File: src/rtl/pce_pkg.sv
package pce_pkg;

    localparam int MAX_POINTS = 64;
    localparam int ADDR_W = $clog2(MAX_POINTS);
    localparam int CNT_W = $clog2(MAX_POINTS + 1);
    localparam int DIST_W = 40;
    localparam int COORD_W = 32;
    localparam int POINT_W = 2 * COORD_W;

    localparam int LEN_W = 41;
    localparam int MUL_A_W = LEN_W;
    localparam int MUL_B_W = COORD_W;
    localparam int MUL_P_W = MUL_A_W + MUL_B_W;
    localparam int MUL_STEPS = MUL_B_W;
    localparam int MUL_CNT_W = $clog2(MUL_STEPS);

    localparam int SQRT_IN_W = 2 * LEN_W;
    localparam int SQRT_REM_W = LEN_W + 2;
    localparam int SQRT_STEPS = LEN_W;
    localparam int SQRT_CNT_W = $clog2(SQRT_STEPS);

    localparam int NUM_W = MUL_P_W + 1;
    localparam int DIV_STEPS = NUM_W;
    localparam int DIV_CNT_W = $clog2(DIV_STEPS);

    typedef struct packed {
        logic signed [COORD_W-1:0] point_x;
        logic signed [COORD_W-1:0] point_y;
        logic                      is_final;
    } t_in_item;

    typedef struct packed {
        logic signed [COORD_W-1:0] out_x;
        logic signed [COORD_W-1:0] out_y;
        logic                      out_last;
        logic                      out_empty;
        logic                      out_overflow;
    } t_out_item;

    typedef enum logic [4:0] {
        S_IDLE,
        S_CHK,
        S_RDP,
        S_RDQ,
        S_SQX,
        S_SQY,
        S_SQRT,
        S_MPX,
        S_MVX,
        S_DVX,
        S_MPY,
        S_MVY,
        S_DVY,
        S_ERD,
        S_ELD,
        S_EEMP,
        S_HOLD
    } t_state;

endpackage

File: src/rtl/pce_sqrt.sv
module pce_sqrt (
    input  logic                            i_clk,
    input  logic                            i_rst_n,
    input  logic                            i_start,
    input  logic [pce_pkg::SQRT_IN_W-1:0]   i_x,
    output logic                            o_done,
    output logic [pce_pkg::LEN_W-1:0]       o_root,
    output logic                            o_rem_nz
);

    logic [pce_pkg::SQRT_IN_W-1:0]  r_x;
    logic [pce_pkg::SQRT_REM_W-1:0] r_rem;
    logic [pce_pkg::LEN_W-1:0]      r_root;
    logic [pce_pkg::SQRT_CNT_W-1:0] r_cnt;
    logic                           r_busy;
    logic                           r_done;
    logic [pce_pkg::SQRT_REM_W-1:0] rem2;
    logic [pce_pkg::SQRT_REM_W-1:0] trial;
    logic                           ge;

    always_comb begin
        rem2  = {r_rem[pce_pkg::SQRT_REM_W-3:0], r_x[pce_pkg::SQRT_IN_W-1 -: 2]};
        trial = {r_root, 2'b01};
        ge    = rem2 >= trial;
    end

    always_ff @(posedge i_clk) begin
        if (!i_rst_n) begin
            r_busy <= 1'b0;
            r_done <= 1'b0;
        end else begin
            r_done <= 1'b0;
            if (i_start) begin
                r_x    <= i_x;
                r_rem  <= '0;
                r_root <= '0;
                r_cnt  <= '0;
                r_busy <= 1'b1;
            end else if (r_busy) begin
                r_x    <= r_x << 2;
                r_rem  <= ge ? rem2 - trial : rem2;
                r_root <= {r_root[pce_pkg::LEN_W-2:0], ge};
                r_cnt  <= r_cnt + 1'b1;
                if (r_cnt == pce_pkg::SQRT_CNT_W'(pce_pkg::SQRT_STEPS - 1)) begin
                    r_busy <= 1'b0;
                    r_done <= 1'b1;
                end
            end
        end
    end

    assign o_done   = r_done;
    assign o_root   = r_root;
    assign o_rem_nz = |r_rem;

endmodule

File: config.mk
export PLATFORM = sky130hd
export DESIGN_NAME = pce_sqrt
export DESIGN_NICKNAME = d
export VERILOG_FILES = /design/src/rtl/pce_pkg.sv /design/src/rtl/pce_sqrt.sv
export SDC_FILE = /design/constraint.sdc
export NUM_CORES = 1
export LEC_CHECK = 0
export ABC_AREA = 0
export ABC_CLOCK_PERIOD_IN_PS = 7600
export BUFFER_PORTS_ARGS = -buffer_cell sky130_fd_sc_hd__buf_2
export CAP_MARGIN = 10
export CORE_ASPECT_RATIO = 0.8
export CORE_MARGIN = 2
export CORE_UTILIZATION = 50
export CTS_CLUSTER_SIZE = 16
export DETAILED_ROUTE_END_ITERATION = 8
export GPL_ROUTABILITY_DRIVEN = 1
export HOLD_SLACK_MARGIN = 0.05
export PLACE_DENSITY = 0.7
export SLEW_MARGIN = 20
export SYNTH_ARGS = -nofsm -noshare
export SYNTH_HDL_FRONTEND = slang
export SYNTH_SLANG_ARGS = --single-unit
File: constraint.sdc
create_clock -name i_clk -period 7.6 [get_ports i_clk]
set_input_delay 0.76 -clock i_clk [delete_from_list [all_inputs] [get_ports i_clk]]
set_output_delay 0.76 -clock i_clk [all_outputs]
set_load 0.005 [all_outputs]
# Yosys cells after proc, flatten, opt, wreduce, memory -nomap -nowiden
# Index checks and enable logic that the tools add are counted.
dict set report word_totals {
  elab_cells 26
  latchBits 0
  ram_bits 0
  mem_bits_ro 0
  inputBits 85
  register_bits 174
  n_memories 0
}
dict set report classes {
  n_bitwise 2
  mux 10
  shift 0
  n_lt_le_gt_ge 1
  n_eq_ne 1
  div_mod_pow 0
  reduce_logical 4
  add_sub_neg 2
  n_mul 0
}
# operator n
set ops {}
lappend ops {{82-bit two-way mux} 2}
lappend ops {{43-bit two-way mux} 2}
lappend ops {{43-bit >= comparator} 1}
lappend ops {{43-bit OR reduction} 1}
lappend ops {{43-bit subtractor} 1}
lappend ops {{41-bit two-way mux} 1}
lappend ops {{6-bit by 1-bit adder with 6-bit output (second input constant)} 1}
lappend ops {{6-bit equality test (second input constant)} 1}
lappend ops {{6-bit two-way mux} 1}
lappend ops {{1-bit two-way mux} 4}
lappend ops {{3-bit OR reduction} 1}
lappend ops {{1-bit NOT} 2}
lappend ops {{2-bit AND reduction} 1}
lappend ops {{2-bit nonzero test} 1}

# Longest topological paths before layout
dict set report logic_depth {
  depth_word 4
  depth_mapped 14
  ltp_nobuf 12
}

# Worst setup path before layout
# Ideal clock, no wire load.
dict set report synth_path {
  path_type {input -> register}
  from {input i_start}
  to {register r_root (netlist bit o_root[0]) (enable)}
  setup_ns 0.548
  required_ns 7.052
  arrival_ns 4.948
  path_slack_ns 2.104
  stages 2
  path_cell_list {clkbuf_1 -> o21a_1}
}
dict set report synth_via {
  elab_chain_cells 2
}
# element line
set synth_rtl {}
lappend synth_rtl {{start: declaration} pce_sqrt.sv:4} ;# input logic i_start,
lappend synth_rtl {{2-bit nonzero test (no line)} -}
lappend synth_rtl {{2-bit AND reduction (no line)} -}
lappend synth_rtl {{end signal: assignment} pce_sqrt.sv:42} ;# r_root <= {r_root[pce_pkg::LEN_W-2:0], ge};
lappend synth_rtl {{end: declaration} pce_sqrt.sv:13} ;# logic [pce_pkg::LEN_W-1:0] r_root;
# No other way between the ends.
# A chain may end at the register's enable or synchronous reset.

# Worst setup path after layout
dict set report layout_path {
  from {register r_root (netlist bit o_root[1])}
  to {register r_rem[35] in the netlist's numbering (data pin)}
}
dict set report layout_via {
  elab_chain_cells 3
}
# element line
set layout_rtl {}
lappend layout_rtl {{43-bit subtractor or 43-bit >= comparator (tied branches)} {pce_sqrt.sv:41, pce_sqrt.sv:24}}
lappend layout_rtl {{43-bit two-way mux *} pce_sqrt.sv:41} ;# r_rem <= ge ? rem2 - trial : rem2;
lappend layout_rtl {{43-bit two-way mux *} pce_sqrt.sv:39} ;# end else if (r_busy) begin
lappend layout_rtl {{end signal: assignment} pce_sqrt.sv:41}
lappend layout_rtl {{end: declaration} pce_sqrt.sv:12} ;# logic [pce_pkg::SQRT_REM_W-1:0] r_rem;
# Mark *: on every way between the ends. The rest lies on a longest branch, timed or not. The select of a mux whose other input is x is not followed.

==> results.md <==
* Worst-skew pair later-pin latency at 0.44 ns
* Ports at 128
* Clk sinks at 174
* Part of the cycle the worst path needs at 0.444
* Leakage at 4.58 nW
* Slew Limit Fails at 0
* IO buf count at 127
* Yosys reg bits at 174
* FFs w/ async S/R, synth at 0
* DRT Pass-1 Iters at 5
* Antenna violations before repair at 3
* Die W at 162 um
* Worst Path Max Fanout at 27
* Peak supply drop at 0.000167 V
* Worst Skew at 0.0196 ns
* Syn_area_per_cell at 11.8 um2
* Max frequency at 0.296 GHz
* Share of cells above drive strength 1 at 0.284
* Routed length per instance at 17.0 um
* Status: finished clean
* Placed cells at 1,203
* Worst Hold Class: flop to flop
* Final #Nets at 1,088
* Pin count of the biggest net entering global routing at 95
* Vias in the first global route at 6,808
* Post-CTS Setup Bufs at 0
* Worst slew margin at 0.403
* Synth Area in XOR/XNOR at 0.0360
* Post-route DRC at 0
* Row cnt at 46
* CTS Hold Bufs at 0
* # resized after CTS at 0
* Ys flop type: edfxtp_1
* DR iter-0 viols at 528
* Drt total wl at 21.1 mm
* RSZ-0062 raised after global routing: false
* Largest family of logic cells by synthesized area: multiplexers
* Setup TNS at 0 ns
* Die height at 130 um
* H-Tree Depth at 4
* Synthesized net count at 977
* Sequential area share after synthesis at 0.522
* Total CTS buffers at 17
* Fin cells at 1,235
* Initial Util at 0.507
* Clock slew at reported path FFs at 0.08 ns
* Max cap viols at 0
* Post-Syn Instances at 847
* Simple-gate area share of the yosys netlist at 0.109
* Crit path kind: flop to flop
* Synth Area in Compound Gates at 0.115
* Cell accounting for the most synthesized area: edfxtp_1
* Worst setup EP type: flop
* Final hold vios at 0
* Post-synth EDFFs at 172
* Slew of the pin with the lowest slew margin at 0.896 ns
* GPL Wtd Cong at 0.850
* Required time worst endpoint at 7.76 ns
* Post-DP HPWL at 14.8 mm
* Clk buf depth at 2
* Finished Cell Area at 0.0114 mm2
* CP startpoint kind: flop
* Post-synthesis mux area share at 0.117
* Fin crit period at 3.37 ns
* Final ANT Viol Nets at 0
* Clk Tree Root Cell: clkbuf_16
* Area delta synth->final at 13.9%
* Total number of vias at 6,787
* # setup viols final at 0
* Worst Path Arrival at 3.53 ns
* Area after DPL at 0.0108 mm2
* First-pass GRT wire length at 35.0 mm
* Count of different cell masters after synthesis at 69
* Filler Cell Count at 1,691
* Adder-cell share of the synthesized area at 0.0564
* Tot GR Track Use at 0.210
* Core Area at 0.0197 mm2
* Synth Cell Area at 0.00998 mm2
* CTS tree: done
* GR Overflow Total at 0
* Total power at 2.65 mW
* Power density cells at 233 mW/mm2
* Top post-synthesis cells by count: edfxtp_1 (172), nor2_1 (106), mux2_2 (80)
* ANT cells at 0
* Synth warn at 0
* Total die area at 0.0211 mm2
* Count leader, synth: edfxtp_1
* Area contributors post-synth: edfxtp_1 (52%), mux2_2 (9.0%), ha_1 (5.6%)
* Area share of the largest cell type after synthesis at 0.518
* Vias per cell at 5.50
## sequential cells by signal (all words and copies together), names as in the netlist
register / flops
r_x: 82
o_done: 1
o_root: 41
r_cnt: 6
r_rem: 43
r_busy: 1
## metal layers
metal	GRT usage	vias to the layer above	wire, um
met5	0	-	24
met4	0.0661	4	386
met3	0.0687	32	1580
met1	0.292	3219	9970
met2	0.315	183	9090
li1	-	3349	-
## cell families after synthesis
logic type,after synthesis
adders and majority gates,45
buffers and inverters,94
and+or+nand+nor,231
AOI/OAI and AO/OA,155
xor gates and xnor gates,41
muxes,107
DFF,174
## critical path, stage by stage, from the launching register on
cell	delay, ns
edfxtp_1	0.37
inv_1	0.08
ha_1	0.38
o211ai_1	0.12
o21a_2	0.25
a21oi_4	0.17
o2111ai_2	0.17
a21oi_2	0.33
a21oi_2	0.12
o311ai_4	0.24
buf_4	0.43
mux2i_1	0.33
nor2_1	0.07
## worst paths after layout
path / endpoint / cells after the start / slack (ns) / start
hold reg to reg: o_done$_SDFF_PP0_ / 1 / 0.50 / r_busy$_SDFF_PN0_
setup reg to reg: r_rem[35]$_SDFFCE_PP0P_ / 12 / 4.23 / o_root[1]$_SDFFCE_PP0P_
hold / removal: o_done$_SDFF_PP0_ / 1 / 0.50 / r_busy$_SDFF_PN0_
setup / recovery: r_rem[35]$_SDFFCE_PP0P_ / 12 / 4.23 / o_root[1]$_SDFFCE_PP0P_
## power by group
part	internal, mW	switching, mW
logic	0.251	0.331
registers	1.15	0.0383
clock network	0.443	0.435
total	1.84	0.804
## final cells by class
type / instances / area, um2 / share of cell area
clock buffer: 17 / 425 / 0.0374
clock inverter: 15 / 170 / 0.0150
inverter: 54 / 203 / 0.0178
multi-input combinational: 579 / 4350 / 0.383
sequential: 174 / 5200 / 0.458
tap: 264 / 330 / 0.0291
timing repair buffer: 132 / 679 / 0.0598
## stage by stage
step                worst slack (ns)   util  hold slack [ns]
finish                          4.23  0.577            0.496
global route                    4.03  0.577            0.510
CTS                             4.25  0.577            0.497
detailed placement              4.22  0.547            0.486
global placement                4.22  0.547            0.486
floorplan                       2.10      -            0.454
## cells in the final DEF, fill, tap and decap left out, types with 3 or more instances in the layout
master     count
o21ai_0       15
nor2b_1        6
nand2b_1      10
xor2_1        16
inv_8          6
nand2_1       29
nor2_2         5
inv_1         54
nand4_1       13
a21oi_1       39
and3_1         5
nor2_1       106
o211ai_1       4
edfxtp_1     172
buf_4          5
a211o_1        3
a21o_1        27
nand3_1       14
buf_2        126
clkbuf_16     17
a21boi_0       3
ha_1          45
nand3b_1       3
a211oi_2       9
or2_2          4
nor3_1        11
o21bai_1       3
o21a_1        10
a31oi_1        9
xnor2_1       25
and2_1         4
nor4_1        15
mux2_2        80
mux2i_1       27
clkinv_8       4
No activity file was read; power rests on OpenSTA's default activity.
