<file path="src/rtl/pce_pkg.sv">
package pce_pkg;

    localparam int MAX_POINTS = 64;
    localparam int ADDR_W = $clog2(MAX_POINTS);
    localparam int CNT_W = $clog2(MAX_POINTS + 1);
    localparam int DIST_W = 40;
    localparam int COORD_W = 32;
    localparam int POINT_W = 2 * COORD_W;

    localparam int LEN_W = 41;
    localparam int MUL_A_W = LEN_W;
    localparam int MUL_B_W = COORD_W;
    localparam int MUL_P_W = MUL_A_W + MUL_B_W;
    localparam int MUL_STEPS = MUL_B_W;
    localparam int MUL_CNT_W = $clog2(MUL_STEPS);

    localparam int SQRT_IN_W = 2 * LEN_W;
    localparam int SQRT_REM_W = LEN_W + 2;
    localparam int SQRT_STEPS = LEN_W;
    localparam int SQRT_CNT_W = $clog2(SQRT_STEPS);

    localparam int NUM_W = MUL_P_W + 1;
    localparam int DIV_STEPS = NUM_W;
    localparam int DIV_CNT_W = $clog2(DIV_STEPS);

    typedef struct packed {
        logic signed [COORD_W-1:0] point_x;
        logic signed [COORD_W-1:0] point_y;
        logic                      is_final;
    } t_in_item;

    typedef struct packed {
        logic signed [COORD_W-1:0] out_x;
        logic signed [COORD_W-1:0] out_y;
        logic                      out_last;
        logic                      out_empty;
        logic                      out_overflow;
    } t_out_item;

    typedef enum logic [4:0] {
        S_IDLE,
        S_CHK,
        S_RDP,
        S_RDQ,
        S_SQX,
        S_SQY,
        S_SQRT,
        S_MPX,
        S_MVX,
        S_DVX,
        S_MPY,
        S_MVY,
        S_DVY,
        S_ERD,
        S_ELD,
        S_EEMP,
        S_HOLD
    } t_state;

endpackage

</file>
<file path="src/rtl/pce_mul.sv">
module pce_mul (
    input  logic                          i_clk,
    input  logic                          i_rst_n,
    input  logic                          i_start,
    input  logic [pce_pkg::MUL_A_W-1:0]   i_a,
    input  logic [pce_pkg::MUL_B_W-1:0]   i_b,
    output logic                          o_done,
    output logic [pce_pkg::MUL_P_W-1:0]   o_prod
);

    logic [pce_pkg::MUL_P_W-1:0]   r_a;
    logic [pce_pkg::MUL_B_W-1:0]   r_b;
    logic [pce_pkg::MUL_P_W-1:0]   r_acc;
    logic [pce_pkg::MUL_CNT_W-1:0] r_cnt;
    logic                          r_busy;
    logic                          r_done;

    always_ff @(posedge i_clk) begin
        if (!i_rst_n) begin
            r_busy <= 1'b0;
            r_done <= 1'b0;
        end else begin
            r_done <= 1'b0;
            if (i_start) begin
                r_a    <= pce_pkg::MUL_P_W'(i_a);
                r_b    <= i_b;
                r_acc  <= '0;
                r_cnt  <= '0;
                r_busy <= 1'b1;
            end else if (r_busy) begin
                r_acc <= r_acc + (r_b[0] ? r_a : '0);
                r_a   <= r_a << 1;
                r_b   <= r_b >> 1;
                r_cnt <= r_cnt + 1'b1;
                if (r_cnt == pce_pkg::MUL_CNT_W'(pce_pkg::MUL_STEPS - 1)) begin
                    r_busy <= 1'b0;
                    r_done <= 1'b1;
                end
            end
        end
    end

    assign o_done = r_done;
    assign o_prod = r_acc;

endmodule

</file>
<file path="config.mk">
export PLATFORM = sky130hd
export DESIGN_NAME = pce_mul
export DESIGN_NICKNAME = d
export VERILOG_FILES = /design/src/rtl/pce_pkg.sv /design/src/rtl/pce_mul.sv
export SDC_FILE = /design/constraint.sdc
export NUM_CORES = 1
export LEC_CHECK = 0
export BUFFER_PORTS_ARGS = -buffer_cell sky130_fd_sc_hd__buf_2
export CORE_ASPECT_RATIO = 1.75
export CORE_UTILIZATION = 35
export CTS_CLUSTER_SIZE = 40
export DETAILED_ROUTE_END_ITERATION = 6
export MAX_ROUTING_LAYER = met4
export PLACE_DENSITY = 0.6
export SLEW_MARGIN = 5
export SYNTH_ARGS = -nofsm -noshare
export SYNTH_HDL_FRONTEND = slang
export SYNTH_SLANG_ARGS = --single-unit
</file>
<file path="constraint.sdc">
create_clock -name i_clk -period 14.89 [get_ports i_clk]
set_input_delay 0.7445 -clock i_clk [delete_from_list [all_inputs] [get_ports i_clk]]
set_output_delay 0.7445 -clock i_clk [all_outputs]
set_load 0.01 [all_outputs]
</file>
# == After elaboration in Yosys (flattened, before gate mapping) ==
# Index checks and enable logic that the tools add are counted.
# W data, S select, Z words.
# word_totals
register_bits,185
in_bits,76
word_cells,26
# op_classes
add_sub_neg,2
eq_ne,1
muxes,11
bitwise,2
n_reduce_logical,3
# op_table
operator,count
$mux W73,3
$add A73 B73 Y73,1
$mux W32,2
$mux W41,1
$add A5 B1 Y5 const B,1
$eq A5 B5 Y1 const B,1
$mux W5,1
$mux W1,4
$reduce_or A3 Y1,1
$not A1 Y1,2
$reduce_and A2 Y1,1
$reduce_bool A2 Y1,1

# == Logic depth before layout (Yosys ltp) ==
# Gate-level depths: netlist (run 1).
# depth
word_depth,4
depth_mapped,15
mapped_depth_nobuf,13

# == Worst setup path before layout (run 1) ==
# OpenSTA, ideal clock, no wires.
# synth_path
path_kind,input to register
from,input port i_start
to,"register r_acc (netlist bit o_prod[0]), enable pin"
setup_time_ns,0.560
arrival_time_ns,5.158
required_ns,14.330
setup_slack_ns,9.172
cell_stages,2
n_path_buf,1
path_cell_list,clkbuf_1 > o21a_1
# synth_via
elab_chain_cells,2
# synth_rtl
element,line_no,rtl
start: declaration,pce_mul.sv:4,"input logic i_start,"
$reduce_bool A2 Y1 (no line),--,
$reduce_and A2 Y1 (no line),--,
end signal: assignment,pce_mul.sv:31,r_acc <= r_acc + (r_b[0] ? r_a : '0);
end: declaration,pce_mul.sv:13,logic [pce_pkg::MUL_P_W-1:0] r_acc;
# No other way between the ends.
# A chain may end at the register's enable or synchronous reset.

# == Worst setup path in the final report (run 1) ==
# layout_path
from,register r_b[0] (netlist name)
to,"register r_acc (netlist bit o_prod[56]), data pin"
# layout_via
elab_chain_cells,3
# layout_rtl
element,line_no,rtl
start: declaration,pce_mul.sv:12,logic [pce_pkg::MUL_B_W-1:0] r_b;
start signal: assignment,pce_mul.sv:26,r_b <= i_b;
start signal: assignment,pce_mul.sv:33,r_b <= r_b >> 1;
$mux W73,pce_mul.sv:31,
$add A73 B73 Y73,pce_mul.sv:31,
$mux W73,pce_mul.sv:30,end else if (r_busy) begin
# No other way between the ends. The select of a mux whose other input is x is not followed.

==> impl_metrics.yaml, run 1 <==
logic_synthesis:
  avgSynthCellArea_um2: 10.50
  ys_seq_area_frac: 0.4662
  ys_ff_latch: 185
  synth_top_cells_by_area: "edfxtp_1, ha_1, mux2_2"
  ys.flop_type: "edfxtp_1"
  yosysWarnings: 0
  synth_most_common_cell: "edfxtp_1"
  synth_mux_area_frac: 0.07292
  netlist_area_um2: 11870
  synth-edff-count: 183
  synth.top_cell.area_share: 0.4628
  yosysUniqueCellTypes: 65
  synth_fp_nets: 1282
  synth.largest_area_cell: "edfxtp_1"
  async_reset_ff_frac: 0
  synth_top_family_by_area: "simple AND/OR/NAND/NOR gates"
  synth-simple-area-share: 0.1586
  yosys.area_share.xor_xnor: 0.04647
  synth_compound_area_frac: 0.1511
  synth_fa_ha_area_frac: 0.07966
  syn_inst: 1131
  ys_top_cells_by_count: "edfxtp_1, nor2_1, a21oi_1, and2_1, mux2_2"
sta:
  fin_crit_ns: 4.716
  slew_viol_final: 0
  skew_ns: 0.01516
  min_period_over_period: 0.3167
  setup_tns_ns: 0
  finalHoldViolations: 0
  rsz0062_at_grt: "no"
  setup_violations: 0
  slew-limit-headroom: 0.2385
  worstMarginPinSlew_ns: 1.142
  fmax_ghz: 0.2121
  fin_ws_ns: 10.17
cells_and_area:
  diodes: 0
  drive_gt1_frac: 0.2208
  final_area_um2: 13590
  synthToLayoutAreaGrowth_pct: 14.41
  finalNetCount: 1397
critical_path:
  cp.required_ns: 15.11
  path_max_fanout: 73
  crit_path_start_kind: "register"
  r2r-start: "r_b[0]"
  cp.arrival_ns: 4.94
  timing_worst_setup_path_type: "reg2reg"
  endpoint_kind: "register"
  crit_path_start: "r_b[0]"
floorplan:
  row_count: 88
  fp.dieArea_um2: 34700
  ioPinCount: 150
  start_util: 0.3583
  die_x_um: 141.2
  coreArea_um2: 33140
  die_h_um: 245.7
clock_tree:
  clockRootBuffer: "clkbuf_16"
  clockBufferDepth: 2
  cts_setup_buffers: 0
  clk_latency_ns: 0.47
  htree_levels: 4
  cts-resized-gates: 0
  cts_tree: "yes"
  postCtsHoldBufs: 0
  clock_sinks: 185
  cts_made_buffers: 17
  path_clk_slew_ns: 0.08
grt:
  grt.met3_usage: 0.02902
  grtUsageTotal: 0.1832
  grt_use_met1: 0.1791
  antenna_found_initial: 0
  grt_util_met2: 0.3361
  grt_max_degree: 82
  grt_pass1_wl_mm: 47.28
  top_usage_layer: "met2"
  grt_pass1_vias: 9101
  grt_overflow: 0
pwr:
  p_per_area_nw_per_um2: 106.3
  power_leakage_uw: 0.005390
  peakVddDrop_mv: 0.09057
outcome:
  outcome: "complete, no violations"
routing:
  drc_errors: 0
  wl_per_cell_um: 17.62
  via_per_inst: 5.220
  antenna_left: 0
  first_pass_iters: 4
  vias: 8921
  dr.first_iter.drc_count: 474
  routed_wl_mm: 30.12
placed_design:
  placed_area_um2: 13010
  place.gp.congestion: 0.9216
  dp_slack_ns: 10.26
  hpwl_mm: 22.90
  io_buffer_count: 149
min_path:
  hp-start: "r_busy"
  hp-class: "reg2reg"
job:
  maxCapViolCount: 0
-- cells in the final DEF (no fill, tap or decap), types with 5 or more instances in the layout --
cell type    n
inv_1       19
xor2_1      30
nand2_1     65
nor3_1      16
inv_8        5
o21ai_0     47
xnor2_1     33
nor3b_1      5
o21bai_1    16
nor2b_1     44
a31oi_1     11
a21oi_1     96
or3_1        6
clkbuf_16   17
edfxtp_1   183
buf_4        5
nor2_1     120
a221oi_1     5
a21boi_0     7
ha_1        74
a21o_1      40
buf_2      148
a211oi_1     7
and2_1      77
mux2_2      76
nand4_1     21
o21a_1       6
nand3_1     13
-- per-layer routing --
| metal | vias up | wire length [um] |
|---|---|---|
| met5 | - | 0 |
| met4 | 0 | 1442 |
| met3 | 78 | 901 |
| met2 | 188 | 16500 |
| met1 | 4270 | 11270 |
| li1 | 4385 | - |
-- final timing paths --
kind	end	slack, ns	cells past startpoint
min reg2reg	o_done	0.50	1
min	o_done	0.50	1
max	o_prod[56]	10.17	14
max reg2reg	o_prod[56]	10.17	14
-- kinds of logic (layout without fill, tap and decap cells) --
kind of cell	after synthesis	count (layout)
AND/OR/NAND/NOR	378	378
adder cells (fa/ha/maj)	75	75
flip-flops	185	185
buffers and inverters	77	205
XOR/XNOR	63	63
multiplexers	77	77
AO/OA/AOI/OAI	276	276
-- where the power goes --
part           leakage, uW  total, uW  internal (uW)  switching, uW
Sequential         0.00179        649            627           22.4
Combinational      0.00332        340            138            202
Clock             0.000279        455            223            232
Total              0.00539       1440            987            456
-- cell type report --
type	count	area [um^2]
well taps	450	563.0
flip-flops and latches	185	5535
repair buffers	154	789.5
clock buffers	17	425.4
clock inverters	15	152.6
inverters	19	71.32
fillers	3295	19560
multi-input cells	869	6048
-- per-stage QoR --
stage               hold slack [ns]    util  instances  power (uW)
floorplan                    0.4541       -       1131       903.9
global placement             0.4780  0.3925       1677       999.7
detailed placement           0.4826  0.3925       1677        1002
CTS                          0.4938  0.4099       1709        1461
global route                 0.5106  0.4099       1709        1512
finish                       0.4964  0.4099       1709        1444
-- registers in the layout, summed over array words and instances, names as in the netlist --
register,flops
r_a,73
r_busy,1
r_cnt,5
o_done,1
o_prod,73
r_b,32
-- critical path: stages, from the launching register on --
cell and delay [ns]:
edfxtp_1 0.38, buf_4 0.32, and2_1 0.23, ha_1 0.21
fa_1 0.43, a211oi_1 0.32, o21ai_2 0.14, a211oi_2 0.28
o21ai_2 0.17, a211oi_2 0.34, o21ai_0 0.34, a41o_1 0.47
a31o_2 0.31, a21oi_1 0.16, mux2_2 0.35
(Power assumes the default switching activity.)
==> run 2, diff against run 1 <==
--- a/config.mk
+++ b/config.mk
@@ -11,7 +11,7 @@
 export CTS_CLUSTER_SIZE = 40
 export DETAILED_ROUTE_END_ITERATION = 6
 export MAX_ROUTING_LAYER = met4
-export PLACE_DENSITY = 0.6
+export PLACE_DENSITY = 0.62
 export SLEW_MARGIN = 5
 export SYNTH_ARGS = -nofsm -noshare
 export SYNTH_HDL_FRONTEND = slang
==> constraint.sdc (replaced) <==
create_clock -name i_clk -period 3.87 [get_ports i_clk]
set_input_delay 0.1935 -clock i_clk [delete_from_list [all_inputs] [get_ports i_clk]]
set_output_delay 0.1935 -clock i_clk [all_outputs]
set_load 0.01 [all_outputs]
==> run 2 against run 1 <==
The flow now finishes with violations (negative setup slack). Fmax grew 21%. Via count rose by 4.6%. Core utilization grew 4.2 points. Combinational power rose to 4.7 times the previous value. Clock skew down 0.0020 ns. Sequential share of layout area shrank 3.8 points. Final cell count grew 6.4%. Critical path type unchanged. Critical endpoint is now o_prod[70]. Largest power group unchanged.
==> impl_metrics.yaml, run 2 (same netlist as run 1, synthesis figures left out) <==
outcome:
  outcome: "finished, violations left"
  violations: "negative setup slack"
pwr:
  power_leakage_uw: 0.005994
  power_uw: 5988
  p_per_area_nw_per_um2: 400.0
  peakVddDrop_mv: 0.3325
clock_tree:
  path_clk_slew_ns: 0.07
  clockBufferDepth: 2
  cts_tree: "yes"
  clk_latency_ns: 0.46
  clock_sinks: 185
  clockRootBuffer: "clkbuf_16"
  cts_made_buffers: 17
  htree_levels: 4
cells_and_area:
  synthToLayoutAreaGrowth_pct: 26.08
  finish.utilization: 0.4517
  diodes: 0
  layout_commonest_cell: "edfxtp_1"
  drive_gt1_frac: 0.3265
  finalNetCount: 1508
  fillCellCount: 3103
  final_cell_mix: "edfxtp_1, buf_2, nor2_1"
routing:
  wl_per_cell_um: 17.79
  antenna_left: 0
  routed_wl_mm: 32.37
  first_pass_iters: 4
  vias: 9330
  dr.first_iter.drc_count: 447
  drc_errors: 0
  via_per_inst: 5.129
grt:
  grt_pass1_wl_mm: 49.43
  grt_overflow: 0
  antenna_found_initial: 0
  grt_max_degree: 180
  grtUsageTotal: 0.1928
  grt_pass1_vias: 9553
sta:
  rsz0062_at_grt: "yes"
  slew-limit-headroom: 0.4323
  slew_viol_final: 0
  setup_violations: 1
  worstMarginPinSlew_ns: 0.8516
  fmax_ghz: 0.2573
  finalHoldViolations: 0
  fin_ws_ns: -0.01680
  setup_tns_ns: -0.01680
  skew_ns: 0.01311
  min_period_over_period: 1.004
  fin_crit_ns: 3.887
critical_path:
  timing_worst_setup_path_type: "reg2reg"
  crit_path_start_kind: "register"
  cp.required_ns: 4.09
  cp.arrival_ns: 4.10
  endpoint_kind: "register"
  path_max_fanout: 6
job:
  maxCapViolCount: 0
floorplan:
  start_util: 0.3583
  ioPinCount: 150
  fp.dieArea_um2: 34700
  row_count: 88
  coreArea_um2: 33140
  die_x_um: 141.2
  die_h_um: 245.7
placed_design:
  place.gp.congestion: 0.9050
  hpwl_mm: 24.29
  io_buffer_count: 149
min_path:
  hp-class: "in2reg"
==> run 2: routing by layer <==
layer	global-route usage	part of all wire	vias to the layer above
li1	-	-	4598
met3	0.02707	0.027	73
met5	-	0	-
met4	0.1087	0.046	0
met2	0.3621	0.56	177
met1	0.1868	0.37	4482
==> run 2: final timing paths <==
path / cells after the start / slack [ns] / endpoint / start
hold reg to reg: 1 / 0.51 / o_done / r_busy
setup / recovery: 14 / -0.02 / o_prod[70] / r_b[0]
setup reg to reg: 14 / -0.02 / o_prod[70] / r_b[0]
hold / removal: 2 / 0.03 / r_b[31] / i_b[31]
==> run 2: per-stage QoR <==
stage	std cells	hold WS, ns	area [um^2]	worst slack, ns
after floorplan	1131	0.3460	11880	0.03383
after global placement	1779	0.4559	13820	-0.08908
after detailed placement	1779	0.4624	13820	-0.1564
after CTS	1814	0.001337	14500	-0.02444
after global routing	1819	0.01672	14970	-0.1601
final	1819	0.02542	14970	-0.01680
==> run 2: worst max-delay path, stage by stage (launching register included) <==
cell       delay (ns)
edfxtp_1         0.52
buf_6            0.19
and2_4           0.14
ha_4             0.26
buf_6            0.11
a211oi_4         0.06
o21ai_2          0.18
a211oi_2         0.08
o21ai_2          0.24
a211oi_4         0.12
or4b_4           0.57
a2111o_1         0.50
a2111oi_4        0.37
o21ai_1          0.11
and3b_1          0.19
==> run 2: what timing repair did <==
item,4_1_cts,5_1_grt
buffers inserted,2,6
endpoints found under the hold margin,2,0
hold buffers,2,0
pin swaps,2,28
gates resized for setup,8,79
setup endpoints to repair,13,24
==> run 2: report_power, final <==
| part | internal, uW | switching [uW] | total [uW] | leakage, uW |
|---|---|---|---|---|
| clock | 1030 | 833 | 1870 | 0.000297 |
| combinational | 744 | 869 | 1610 | 0.00391 |
| sequential | 2410 | 97.6 | 2510 | 0.00179 |
==> run 2: cell type report <==
cell class	count	area, um^2	area share
Inverter	19	71.32	0.004764
Sequential cell	185	5535	0.3697
Timing Repair Buffer	265	1704	0.1138
Tap cell	450	563.0	0.03761
Multi-Input combinational cell	869	6485	0.4332
Clock inverter	13	182.7	0.01220
Clock buffer	18	429.2	0.02867
