===== config.mk =====
export PLATFORM = sky130hd
export DESIGN_NAME = pce_div
export DESIGN_NICKNAME = d
export VERILOG_FILES = /design/src/rtl/pce_pkg.sv /design/src/rtl/pce_div.sv
export SDC_FILE = /design/constraint.sdc
export NUM_CORES = 1
export LEC_CHECK = 0
export BUFFER_PORTS_ARGS = -buffer_cell sky130_fd_sc_hd__clkbuf_2
export CAP_MARGIN = 0
export CORE_MARGIN = 4
export CORE_UTILIZATION = 45
export DETAILED_ROUTE_END_ITERATION = 10
export PLACE_DENSITY = 0.63
export SETUP_SLACK_MARGIN = 0.15
export SLEW_MARGIN = 25
export SYNTH_ARGS = -nofsm -noshare
export SYNTH_HDL_FRONTEND = slang
export SYNTH_SLANG_ARGS = --single-unit

===== constraint.sdc =====
create_clock -name i_clk -period 12.1 [get_ports i_clk]
set_clock_uncertainty 0.1 [all_clocks]
set_input_delay 1.21 -clock i_clk [delete_from_list [all_inputs] [get_ports i_clk]]
set_output_delay 1.21 -clock i_clk [all_outputs]
set_load 0.05 [all_outputs]

===== src/rtl/pce_pkg.sv =====
package pce_pkg;

    localparam int MAX_POINTS = 64;
    localparam int ADDR_W = $clog2(MAX_POINTS);
    localparam int CNT_W = $clog2(MAX_POINTS + 1);
    localparam int DIST_W = 40;
    localparam int COORD_W = 32;
    localparam int POINT_W = 2 * COORD_W;

    localparam int LEN_W = 41;
    localparam int MUL_A_W = LEN_W;
    localparam int MUL_B_W = COORD_W;
    localparam int MUL_P_W = MUL_A_W + MUL_B_W;
    localparam int MUL_STEPS = MUL_B_W;
    localparam int MUL_CNT_W = $clog2(MUL_STEPS);

    localparam int SQRT_IN_W = 2 * LEN_W;
    localparam int SQRT_REM_W = LEN_W + 2;
    localparam int SQRT_STEPS = LEN_W;
    localparam int SQRT_CNT_W = $clog2(SQRT_STEPS);

    localparam int NUM_W = MUL_P_W + 1;
    localparam int DIV_STEPS = NUM_W;
    localparam int DIV_CNT_W = $clog2(DIV_STEPS);

    typedef struct packed {
        logic signed [COORD_W-1:0] point_x;
        logic signed [COORD_W-1:0] point_y;
        logic                      is_final;
    } t_in_item;

    typedef struct packed {
        logic signed [COORD_W-1:0] out_x;
        logic signed [COORD_W-1:0] out_y;
        logic                      out_last;
        logic                      out_empty;
        logic                      out_overflow;
    } t_out_item;

    typedef enum logic [4:0] {
        S_IDLE,
        S_CHK,
        S_RDP,
        S_RDQ,
        S_SQX,
        S_SQY,
        S_SQRT,
        S_MPX,
        S_MVX,
        S_DVX,
        S_MPY,
        S_MVY,
        S_DVY,
        S_ERD,
        S_ELD,
        S_EEMP,
        S_HOLD
    } t_state;

endpackage


===== src/rtl/pce_div.sv =====
module pce_div (
    input  logic                          i_clk,
    input  logic                          i_rst_n,
    input  logic                          i_start,
    input  logic [pce_pkg::NUM_W-1:0]     i_num,
    input  logic [pce_pkg::LEN_W-1:0]     i_den,
    output logic                          o_done,
    output logic [pce_pkg::COORD_W-1:0]   o_quo
);

    logic [pce_pkg::NUM_W-1:0]     r_num;
    logic [pce_pkg::LEN_W-1:0]     r_rem;
    logic [pce_pkg::COORD_W-1:0]   r_quo;
    logic [pce_pkg::DIV_CNT_W-1:0] r_cnt;
    logic                          r_busy;
    logic                          r_done;
    logic [pce_pkg::LEN_W:0]       rem2;
    logic                          ge;

    always_comb begin
        rem2 = {r_rem, r_num[pce_pkg::NUM_W-1]};
        ge   = rem2 >= {1'b0, i_den};
    end

    always_ff @(posedge i_clk) begin
        if (!i_rst_n) begin
            r_busy <= 1'b0;
            r_done <= 1'b0;
        end else begin
            r_done <= 1'b0;
            if (i_start) begin
                r_num  <= i_num;
                r_rem  <= '0;
                r_quo  <= '0;
                r_cnt  <= '0;
                r_busy <= 1'b1;
            end else if (r_busy) begin
                r_num <= r_num << 1;
                r_rem <= ge ? pce_pkg::LEN_W'(rem2 - {1'b0, i_den})
                            : pce_pkg::LEN_W'(rem2);
                r_quo <= {r_quo[pce_pkg::COORD_W-2:0], ge};
                r_cnt <= r_cnt + 1'b1;
                if (r_cnt == pce_pkg::DIV_CNT_W'(pce_pkg::DIV_STEPS - 1)) begin
                    r_busy <= 1'b0;
                    r_done <= 1'b1;
                end
            end
        end
    end

    assign o_done = r_done;
    assign o_quo  = r_quo;

endmodule


---- Word-level counts from Yosys, hierarchy flattened ----
Index checks and enable logic that the tools add are counted.
cells by class
  reductions and logical operators ........ 3
  bitwise gates (word level) .............. 2
  multiplexer cells ....................... 10
  order comparisons ....................... 1
  equal/unequal tests ..................... 1
  add/sub/neg operators ................... 2
operators with widths
  cell                 count
  $mux 74              2
  $mux 41              2
  $ge 42x41->1         1
  $sub 41x41->41       1
  $mux 32              1
  $add 7x1->7 const B  1
  $eq 7x7->1 const B   1
  $mux 7               1
  $mux 1               4
  $reduce_or 3->1      1
  $not 1->1            2
  $reduce_and 2->1     1
  $reduce_bool 2->1    1
word-level totals
  register bits after elaboration ......... 156
  input port bits ......................... 118
  output and inout bits ................... 33
  word-level logic and storage cells ...... 25

---- Longest topological paths before layout ----
Gate-level depths: netlist of run 1.
  depth in word-level cells ............... 4
  mapped depth ............................ 14
  mapped depth without buffers ............ 13

---- Least setup slack after synthesis of run 1 ----
No wires, ideal clock.
  path kind ............................... input port to flip-flop
  start ................................... input port i_start
  end ..................................... register r_quo, in the netlist o_quo[0] (enable)
  setup slack ............................. 6.172 ns
  stages .................................. 3
  arrival ................................. 5.300 ns
  buffers on the path ..................... 2
  data required time ...................... 11.473 ns
  library setup time ...................... 0.527 ns
  path through ............................ clkbuf_1 > clkbuf_1 > o21a_1
on the way
  word-level cells in the longest chain between the ends .. 2
RTL lines
  element                             RTL line       text
  start: declaration                  pce_div.sv:4   input logic i_start,
  $reduce_bool 2->1 (no source line)  -
  $reduce_and 2->1 (no source line)   -
  end signal: assignment              pce_div.sv:41  r_quo <= {r_quo[pce_pkg::COORD_W-2:0], ge};
  end: declaration                    pce_div.sv:13  logic [pce_pkg::COORD_W-1:0] r_quo;
No other way between the ends.
A chain may end at the register's enable or synchronous reset.

---- Worst setup path in the final report of run 1 ----
  start ................................... input port i_den[0] (netlist name)
  end ..................................... register r_rem[35] (netlist name), data pin
on the way
  word-level cells in the longest chain between the ends .. 3
  elaborated cells between the ends (all ways) .. 4
  those cells by class .................... add/sub: 1; order compare: 1; mux: 2
RTL lines
  element                                         RTL line                      text
  start: declaration                              pce_div.sv:6                  input logic [pce_pkg::LEN_W-1:0] i_den,
  $sub 41x41->41 or $ge 42x41->1 (tied branches)  pce_div.sv:39, pce_div.sv:22
  $mux 41 (*)                                     pce_div.sv:39                 r_rem <= ge ? pce_pkg::LEN_W'(rem2 - {1'b0, i_den})
  $mux 41 (*)                                     pce_div.sv:37                 end else if (r_busy) begin
  end signal: assignment                          pce_div.sv:39
  end: declaration                                pce_div.sv:12                 logic [pce_pkg::LEN_W-1:0] r_rem;
Every way passes the cells marked *; elsewhere a longest branch is shown, timed or not. The select of a mux whose other input is x is not followed.

==> impl_metrics.json, run 1 <==
{
  "outcome": "finished, final reports clean",
  "cts_tree": "yes",
  "post-route-period-util": 0.3610,
  "finalHoldViolCount": 0,
  "synth_edf_count": 154,
  "power_density_nw_per_um2": 152.8,
  "cts.clk_slew.worst_paths_ns": 0.07,
  "dpl_cell_area_um2": 9997,
  "power_leakage_nw": 4.398,
  "syn_inst": 800,
  "hold_path.class": "flip-flop to flip-flop",
  "synthesis.area_um2": 9034,
  "period_minus_slack_ns": 4.368,
  "fmax_mhz": 228.9,
  "die_x_um": 149.7,
  "crit_fanout": 70,
  "async_reset_ff_frac": 0,
  "n_antenna_cell": 0,
  "p_total_w": 0.001627,
  "antenna_found_initial": 2,
  "setup_viol": 0,
  "via_per_inst": 5.345,
  "tns_ns": 0,
  "grt_setup_unrepaired": "false",
  "ioPinCount": 151,
  "synth_top_area_frac": 0.5119,
  "end_kind": "flip-flop",
  "clockBufferDepth": 2,
  "yosys.area.top_type": "edfxtp_1",
  "row_count": 51,
  "core_um2": 19590,
  "relSlewSlack": 0.4312,
  "final_util": 0.5435,
  "nets": 1099,
  "drt_iter0_markers": 308,
  "numCtsBuffers": 17,
  "yosys_warnings": 0,
  "reg2reg_slack_ns": 8.11,
  "grt_pass1_vias": 6399,
  "ir_drop_v": 0.0001063,
  "final_area_um2": 10650,
  "ctsHoldBuffers": 0,
  "cts-root-buf": "clkbuf_16",
  "syn_avg_cell_area_um2": 11.29,
  "dp_hpwl_mm": 13.84,
  "ys_ff_latch": 156,
  "drtAntennaViolNets": 0,
  "grt-ovfl-total": 0,
  "area_delta_synth_final_pct": 17.87,
  "synth_top_flop_cell": "edfxtp_1",
  "drive_above_1_share": 0.2884,
  "tightest_slew_ns": 0.8532,
  "clkLatencyLatePin_ns": 0.42,
  "crit_type": "input pin to flip-flop",
  "track_usage": 0.1777,
  "wl_mm": 19.52,
  "hold_path_depth": 2,
  "syn_nets": 962,
  "synth_area_leaders": "edfxtp_1 (51%), mux2_2 (9.2%), ha_1 (6.0%)",
  "crit_required_ns": 12.15,
  "cp-start-kind": "input pin",
  "die-area_um2": 22410,
  "die-height_um": 149.7,
  "cap_violations": 0,
  "r2r_cells": 12,
  "yosysSeqAreaShare": 0.5163,
  "port_buffers": 150,
  "grt_pass1_wl_mm": 31.75,
  "synth.distinct_cells": 62,
  "worstPathArrival_ns": 4.41,
  "cts_resized": 0,
  "initial_core_util": 0.4611,
  "routedWlPerCell_um": 16.06,
  "routabilityCongestion": 0.8405,
  "via_count": 6494,
  "fill_cells": 1759,
  "drt_pass1_iterations": 4,
  "cts_sinks": 156,
  "post-route-drc-count": 0,
  "slew_violations": 0,
  "h-tree-depth": 4,
  "grt_max_degree": 71,
  "cts_setup_buffers": 0
}
-- report_power, final --
part | leakage [nW] | internal, W | switching (W)
clock | 0.315 | 0.000354 | 0.000238
combinational | 2.58 | 0.000148 | 0.000217
sequential | 1.51 | 0.000651 | 0.0000185
-- path summary, 6_finish.rpt --
check,startpoint,end
worst min register to register,r_busy,o_done
worst max register to register,r_num[73],r_rem[35]
worst max-delay path,i_den[0],r_rem[35]
worst min-delay path,r_busy,o_done
-- cell usage in the layout (no fill, tap or decap), drive strengths merged, types with 17 or more instances in the layout --
master,netlist,layout
nand3,23,23
clkbuf,20,166
mux2,74,74
nor2,72,72
edfxtp,154,154
nor2b,36,36
a21oi,58,58
nand2,39,39
xnor2,20,20
ha,43,43
inv,52,59
xor2,17,17
o21ai,32,32
-- worst max-delay path, cell delays in order --
cell and delay, ns:
clkbuf_2 0.08, ha_1 0.16, inv_1 0.05, fa_1 0.41
a211oi_1 0.30, o21ai_0 0.23, o211ai_1 0.25, a21oi_1 0.13
nor2_1 0.15, a31o_4 0.73, or2_0 0.51, o21ai_0 0.18
-- final cells by class --
cell class / instances / area (µm²) / area share
clock buffer: 17 / 425.4 / 0.03995
clock inverter: 15 / 225.2 / 0.02115
inverter: 52 / 195.2 / 0.01833
multi-input combinational: 556 / 4023 / 0.3778
sequential: 156 / 4664 / 0.4381
tap: 265 / 331.6 / 0.03114
timing repair buffer: 154 / 783.3 / 0.07356
-- synth_stat cells, types with 2 or more instances --
library cell / instances
a2111oi_0: 2
a211o_1: 4
a211oi_1: 6
a21o_1: 14
a21oi_1: 58
a31oi_1: 6
and2_1: 2
and3_1: 5
buf_1: 5
buf_2: 7
buf_4: 4
clkbuf_1: 20
dfxtp_1: 2
edfxtp_1: 154
ha_1: 43
inv_1: 52
mux2_2: 74
mux2i_1: 11
nand2_1: 37
nand2_2: 2
nand2b_1: 10
nand3_1: 23
nand4_1: 8
nor2_1: 71
nor2b_1: 36
nor3_1: 14
nor4_1: 3
nor4b_1: 3
o211a_1: 2
o211ai_1: 6
o21a_1: 4
o21ai_0: 31
o21bai_1: 6
o31a_1: 3
o31ai_1: 2
or2_2: 4
or3_1: 6
xnor2_1: 20
xor2_1: 17
-- through the flow --
stage | setup slack [ns] | hold slack [ns] | std cells
2_1_floorplan | 6.172 | 0.3100 | 800
3_3_place_gp | 7.387 | 0.3368 | 1183
3_5_place_dp | 7.247 | 0.3369 | 1183
4_1_cts | 7.722 | 0.3458 | 1215
5_1_grt | 7.379 | 0.3719 | 1215
6_report | 7.732 | 0.3475 | 1215
-- metal layers --
metal,routed length (µm),up-vias,global-route usage
li1,-,3207,-
met1,8976,3115,0.2346
met2,8783,144,0.2749
met3,1454,24,0.07147
met4,281,4,0.04483
met5,22,-,0
-- sequential cells by signal, indices dropped and copies added, names as in the netlist --
signal	count
r_rem	41
o_done	1
r_busy	1
o_quo	32
r_num	74
r_cnt	7
-- kinds of logic after synthesis --
logic type	after synthesis	share of synthesized area
xor gates and xnor gates	37	0.03587
adders and majority gates	44	0.06177
and+or+nand+nor	231	0.1280
buffers and inverters	88	0.03920
AOI/OAI and AO/OA	159	0.1144
muxes	85	0.1044
DFF	156	0.5163
Power figures use the tool's default switching activity.
==> run 2, diff against run 1 <==
==> constraint.sdc (replaced) <==
create_clock -name i_clk -period 4.2 [get_ports i_clk]
set_clock_uncertainty 0.1 [all_clocks]
set_input_delay 0.42 -clock i_clk [delete_from_list [all_inputs] [get_ports i_clk]]
set_output_delay 0.42 -clock i_clk [all_outputs]
set_load 0.05 [all_outputs]
==> impl_metrics.json, run 2 (synthesis gave the netlist of run 1 again) <==
{
  "grt_pass1_vias": 6434,
  "ir_drop_v": 0.0003136,
  "row_count": 51,
  "finalHoldViolCount": 0,
  "cts_sinks": 156,
  "tightest_slew_ns": 0.9751,
  "area_delta_synth_final_pct": 17.84,
  "power_leakage_nw": 4.394,
  "drt_iter0_markers": 319,
  "via_count": 6429,
  "crit_fanout": 57,
  "r2r_cells": 11,
  "numCtsBuffers": 17,
  "cap_violations": 0,
  "outcome": "finished, final reports clean",
  "dp_slack_ns": 0.5736,
  "largest-register": "r_num",
  "drt_pass1_iterations": 5,
  "reg2reg_to": "r_rem[40]",
  "cts_setup_buffers": 0,
  "grt-busiest-layer": "met2",
  "via_per_inst": 5.278,
  "nets": 1102,
  "use_met3": 0.07056,
  "worstPathArrival_ns": 3.70,
  "worst_slack_ns": 0.6826,
  "rr_startpoint": "r_rem[26]",
  "hold_path.class": "input pin to flip-flop",
  "reg2reg_slack_ns": 0.68,
  "end_kind": "flip-flop",
  "gr-usage-met2": 0.2713,
  "holdCritStartpoint": "i_rst_n",
  "die-height_um": 149.7,
  "post-route-period-util": 0.8375,
  "grt_use_met1": 0.2451,
  "tns_ns": 0,
  "cts.clk_slew.worst_paths_ns": 0.07,
  "period_minus_slack_ns": 3.517,
  "cts_resized": 0,
  "grt_pass1_wl_mm": 32.04,
  "clkLatencyLatePin_ns": 0.43,
  "power_density_nw_per_um2": 426.3,
  "core_um2": 19590,
  "hold_path_depth": 3,
  "cts-root-buf": "clkbuf_16",
  "die-area_um2": 22410,
  "routabilityCongestion": 0.8477,
  "drive_above_1_share": 0.2907,
  "hold_end": "o_done",
  "n_antenna_cell": 0,
  "crit_required_ns": 4.39,
  "cp-start-kind": "flip-flop",
  "h-tree-depth": 4,
  "final_util": 0.5434,
  "crit_type": "flip-flop to flip-flop",
  "setup_viol": 0,
  "port_buffers": 150,
  "fill_cells": 1758,
  "relSlewSlack": 0.3500,
  "post-route-drc-count": 0,
  "antenna_found_initial": 0,
  "initial_core_util": 0.4611,
  "cts_tree": "yes",
  "clockBufferDepth": 2,
  "grt-ovfl-total": 0,
  "die_x_um": 149.7,
  "routedWlPerCell_um": 16.02,
  "largest_register_ffs": 74,
  "grt_setup_unrepaired": "false",
  "ctsHoldBuffers": 0,
  "track_usage": 0.1788,
  "dp_hpwl_mm": 14.03,
  "ioPinCount": 151,
  "slew_violations": 0,
  "wl_mm": 19.51,
  "multi_input_area_um2": 4023,
  "grt_max_degree": 98,
  "fmax_mhz": 284.3,
  "mostFrequentLayoutCells": "edfxtp_1 (154), clkbuf_2 (149), mux2_2 (74), nor2_1 (71), a21oi_1 (58)",
  "drtAntennaViolNets": 0,
  "final_common_cell": "edfxtp_1",
  "seq_area_um2": 4664
}
-- run 2: where the power goes --
part | internal [W] | switching, W | total (W)
logic | 0.000442 | 0.000635 | 0.00108
clock network | 0.000802 | 0.000729 | 0.00153
registers | 0.00187 | 0.0000548 | 0.00193
total | 0.00312 | 0.00142 | 0.00454
-- run 2: how the worst max path moves through the flow --
stage | endpoint | cells past startpoint | start
floorplan | o_quo[0] | 3 | i_start
global placement | r_rem[40] | 13 | i_den[27]
detailed placement | r_rem[40] | 13 | i_den[27]
CTS | r_rem[40] | 11 | r_rem[26]
global route | r_rem[27] | 14 | r_num[73]
finish | r_rem[40] | 11 | r_rem[26]
-- run 2: layout make-up --
| cell class | instances | area share |
|---|---|---|
| multi-input cells | 556 | 0.3779 |
| well taps | 265 | 0.03115 |
| clock buffers | 17 | 0.03996 |
| inverters | 52 | 0.01834 |
| clock inverters | 15 | 0.01646 |
| flip-flops and latches | 156 | 0.4382 |
| repair buffers | 157 | 0.07804 |
-- run 2: routing by layer --
metal	part of all wire	vias up
met4	0.010	0
li1	-	3218
met2	0.44	151
met1	0.47	3040
met5	0	-
met3	0.076	20
-- run 2: critical path, stage by stage (launching register included) --
cell and delay (ns):
edfxtp_1 0.42, ha_1 0.50, nand2_1 0.14, nor3_1 0.22, nand4_1 0.18, o41ai_4 0.50
nor2_2 0.08, a31o_4 0.32, buf_12 0.22, or3_1 0.32, or3_1 0.31, nand3_1 0.08
-- run 2: stage by stage --
| stage | hold slack (ns) | total power (W) | std cells | cell area, µm² |
|---|---|---|---|---|
| 2_1_floorplan | 0.3099 | 0.002774 | 800 | 9035 |
| 3_3_place_gp | 0.3355 | 0.003033 | 1186 | 10040 |
| 3_5_place_dp | 0.3462 | 0.003039 | 1186 | 10040 |
| 4_1_cts | 0.1160 | 0.004596 | 1218 | 10650 |
| 5_1_grt | 0.1405 | 0.004810 | 1218 | 10650 |
| 6_report | 0.1333 | 0.004538 | 1218 | 10650 |
==> run 3, diff against run 2 <==
--- a/config.mk
+++ b/config.mk
@@ -10,7 +10,7 @@
 export CORE_MARGIN = 4
 export CORE_UTILIZATION = 45
 export DETAILED_ROUTE_END_ITERATION = 10
-export PLACE_DENSITY = 0.63
+export PLACE_DENSITY = 0.66
 export SETUP_SLACK_MARGIN = 0.15
 export SLEW_MARGIN = 25
 export SYNTH_ARGS = -nofsm -noshare
==> constraint.sdc (replaced) <==
create_clock -name i_clk -period 3.2 [get_ports i_clk]
set_clock_uncertainty 0.1 [all_clocks]
set_input_delay 0.32 -clock i_clk [delete_from_list [all_inputs] [get_ports i_clk]]
set_output_delay 0.32 -clock i_clk [all_outputs]
set_load 0.05 [all_outputs]
==> impl_metrics.json, run 3 (synthesis gave the netlist of run 1 again) <==
{
  "slowest_delay_ns": 0.58,
  "setup_viol": 1,
  "track_usage": 0.1874,
  "fmax_mhz": 312.0,
  "largest-register": "r_num",
  "violations": "negative setup slack",
  "nets": 1195,
  "cap_violations": 0,
  "ioPinCount": 151,
  "die_x_um": 149.7,
  "power_frac_seq": 0.391,
  "slew_violations": 0,
  "ctsHoldBuffers": 0,
  "antenna_found_initial": 0,
  "placedCellCount": 1257,
  "post-route-period-util": 1.002,
  "end_kind": "flip-flop",
  "outcome": "finished with violations",
  "final_common_cell": "edfxtp_1",
  "p_sw_w": 0.002023,
  "crit_chain": "ha_4, nand2_2, or4_4, o41ai_4, nor2_2, a31o_4, or3_1, or3_1, nand3_1",
  "gr-usage-met2": 0.2937,
  "initial_core_util": 0.4611,
  "ir_drop_v": 0.0003751,
  "hold_path.class": "input pin to flip-flop",
  "die-height_um": 149.7,
  "via_per_inst": 5.223,
  "cts.clk_slew.worst_paths_ns": 0.08,
  "grt_use_met1": 0.2560,
  "routabilityCongestion": 0.8665,
  "cp-start-kind": "flip-flop",
  "clockBufferDepth": 2,
  "grt-busiest-layer": "met2",
  "drt_pass1_iterations": 5,
  "cts-root-buf": "clkbuf_16",
  "crit_required_ns": 3.38,
  "final_util": 0.5985,
  "power_density_nw_per_um2": 552.3,
  "via_count": 6848,
  "port_buffers": 150,
  "mostFrequentLayoutCells": "edfxtp_1 (154), clkbuf_2 (149), buf_4 (82), mux2_2 (74), nor2_1 (68)",
  "cp_slowest_cell": "or4_4",
  "grt-ovfl-total": 0,
  "grt_pass1_wl_mm": 33.68,
  "grt_pass1_vias": 6823,
  "cpMostUsedCell": "or3_1",
  "post-route-drc-count": 0,
  "power_leakage_nw": 4.926,
  "dp_slack_ns": -0.03502,
  "wl_mm": 21.17,
  "critical_path_buf_inv_count": 0,
  "internal_power_w": 0.004453,
  "period_minus_slack_ns": 3.205,
  "n_antenna_cell": 0,
  "combPwrFrac": 0.293,
  "crit_type": "flip-flop to flip-flop",
  "largest_register_ffs": 74,
  "tightest_slew_ns": 0.5881,
  "holdWs_ns": 0.02327,
  "cts_tree": "yes",
  "drtAntennaViolNets": 0,
  "numCtsBuffers": 17,
  "area_delta_synth_final_pct": 29.79,
  "pwr-share-clk": 0.316,
  "die-area_um2": 22410,
  "h-tree-depth": 4,
  "core_um2": 19590,
  "clkLatencyLatePin_ns": 0.42,
  "grt_setup_unrepaired": "true",
  "grt_max_degree": 82,
  "worstPathArrival_ns": 3.39,
  "switching_share": 0.3123,
  "relSlewSlack": 0.6075,
  "cts_sinks": 156,
  "drt_iter0_markers": 369,
  "crit_family": "simple AND/OR/NAND/NOR gates",
  "worst_slack_ns": -0.005295,
  "row_count": 51,
  "routedWlPerCell_um": 16.15,
  "dp_hpwl_mm": 14.86,
  "crit_fanout": 5,
  "finalHoldViolCount": 0,
  "drive_above_1_share": 0.3929,
  "use_met3": 0.05663,
  "instances_no_fill": 1311
}
run 3: cell types whose count changed in the layout (fill, tap and decap cells not counted), sizes merged:
| cell | before | now |
|---|---|---|
| clkinvlp | 1 | 0 |
| inv | 58 | 63 |
| clkinv | 8 | 3 |
| buf | 8 | 99 |
| clkbuf | 166 | 168 |
| a31o | 2 | 3 |
run 3: per-stage QoR:
stage	total power [W]	TNS, ns	cell area (µm²)
after global routing	0.006811	-1.088	11730
final	0.006476	-0.005295	11730
after detailed placement	0.004187	-0.06391	10610
after global placement	0.004165	0	10610
after CTS	0.006375	0	11490
after floorplan	0.003640	0	9046
run 3: final timing paths:
check	cells after the start	from	to	slack (ns)
worst min-delay path	3	i_rst_n	o_done	0.02
worst min register to register	2	r_busy	o_done	0.34
worst max register to register	9	r_rem[13]	r_rem[40]	-0.005
worst max-delay path	9	r_rem[13]	r_rem[40]	-0.005
run 3: per-layer routing:
| layer | wire length, µm | vias up |
|---|---|---|
| met4 | 322 | 0 |
| li1 | - | 3407 |
| met5 | 0 | - |
| met2 | 9697 | 200 |
| met1 | 9658 | 3219 |
| met3 | 1492 | 22 |
run 3: power by group through the flow:
stage	combinational (W)	sequential (W)	clock, W
floorplan	0.00100	0.00264	0
global placement	0.00160	0.00257	0
global route	0.00208	0.00255	0.00219
CTS	0.00175	0.00253	0.00209
finish	0.00189	0.00253	0.00205
detailed placement	0.00161	0.00257	0
run 3: repair_timing:
item | in CTS | in global routing
endpoints found under the setup margin | 40 | 42
buffers inserted | 14 | 5
pin swaps | 21 | 17
gates resized for setup | 32 | 47
gates cloned | 2 | 1
run 3: worst min-delay path, cell delays in order:
cell	delay, ns
clkbuf_2	0.10
nand2_1	0.06
nor2_1	0.03
run 3: cell type report:
class	instances	area, µm²
repair buffers	249	1668
inverters	52	195.2
clock inverters	14	160.2
well taps	265	331.6
fillers	1636	7865
clock buffers	18	439.2
multi-input cells	557	4267
flip-flops and latches	156	4664
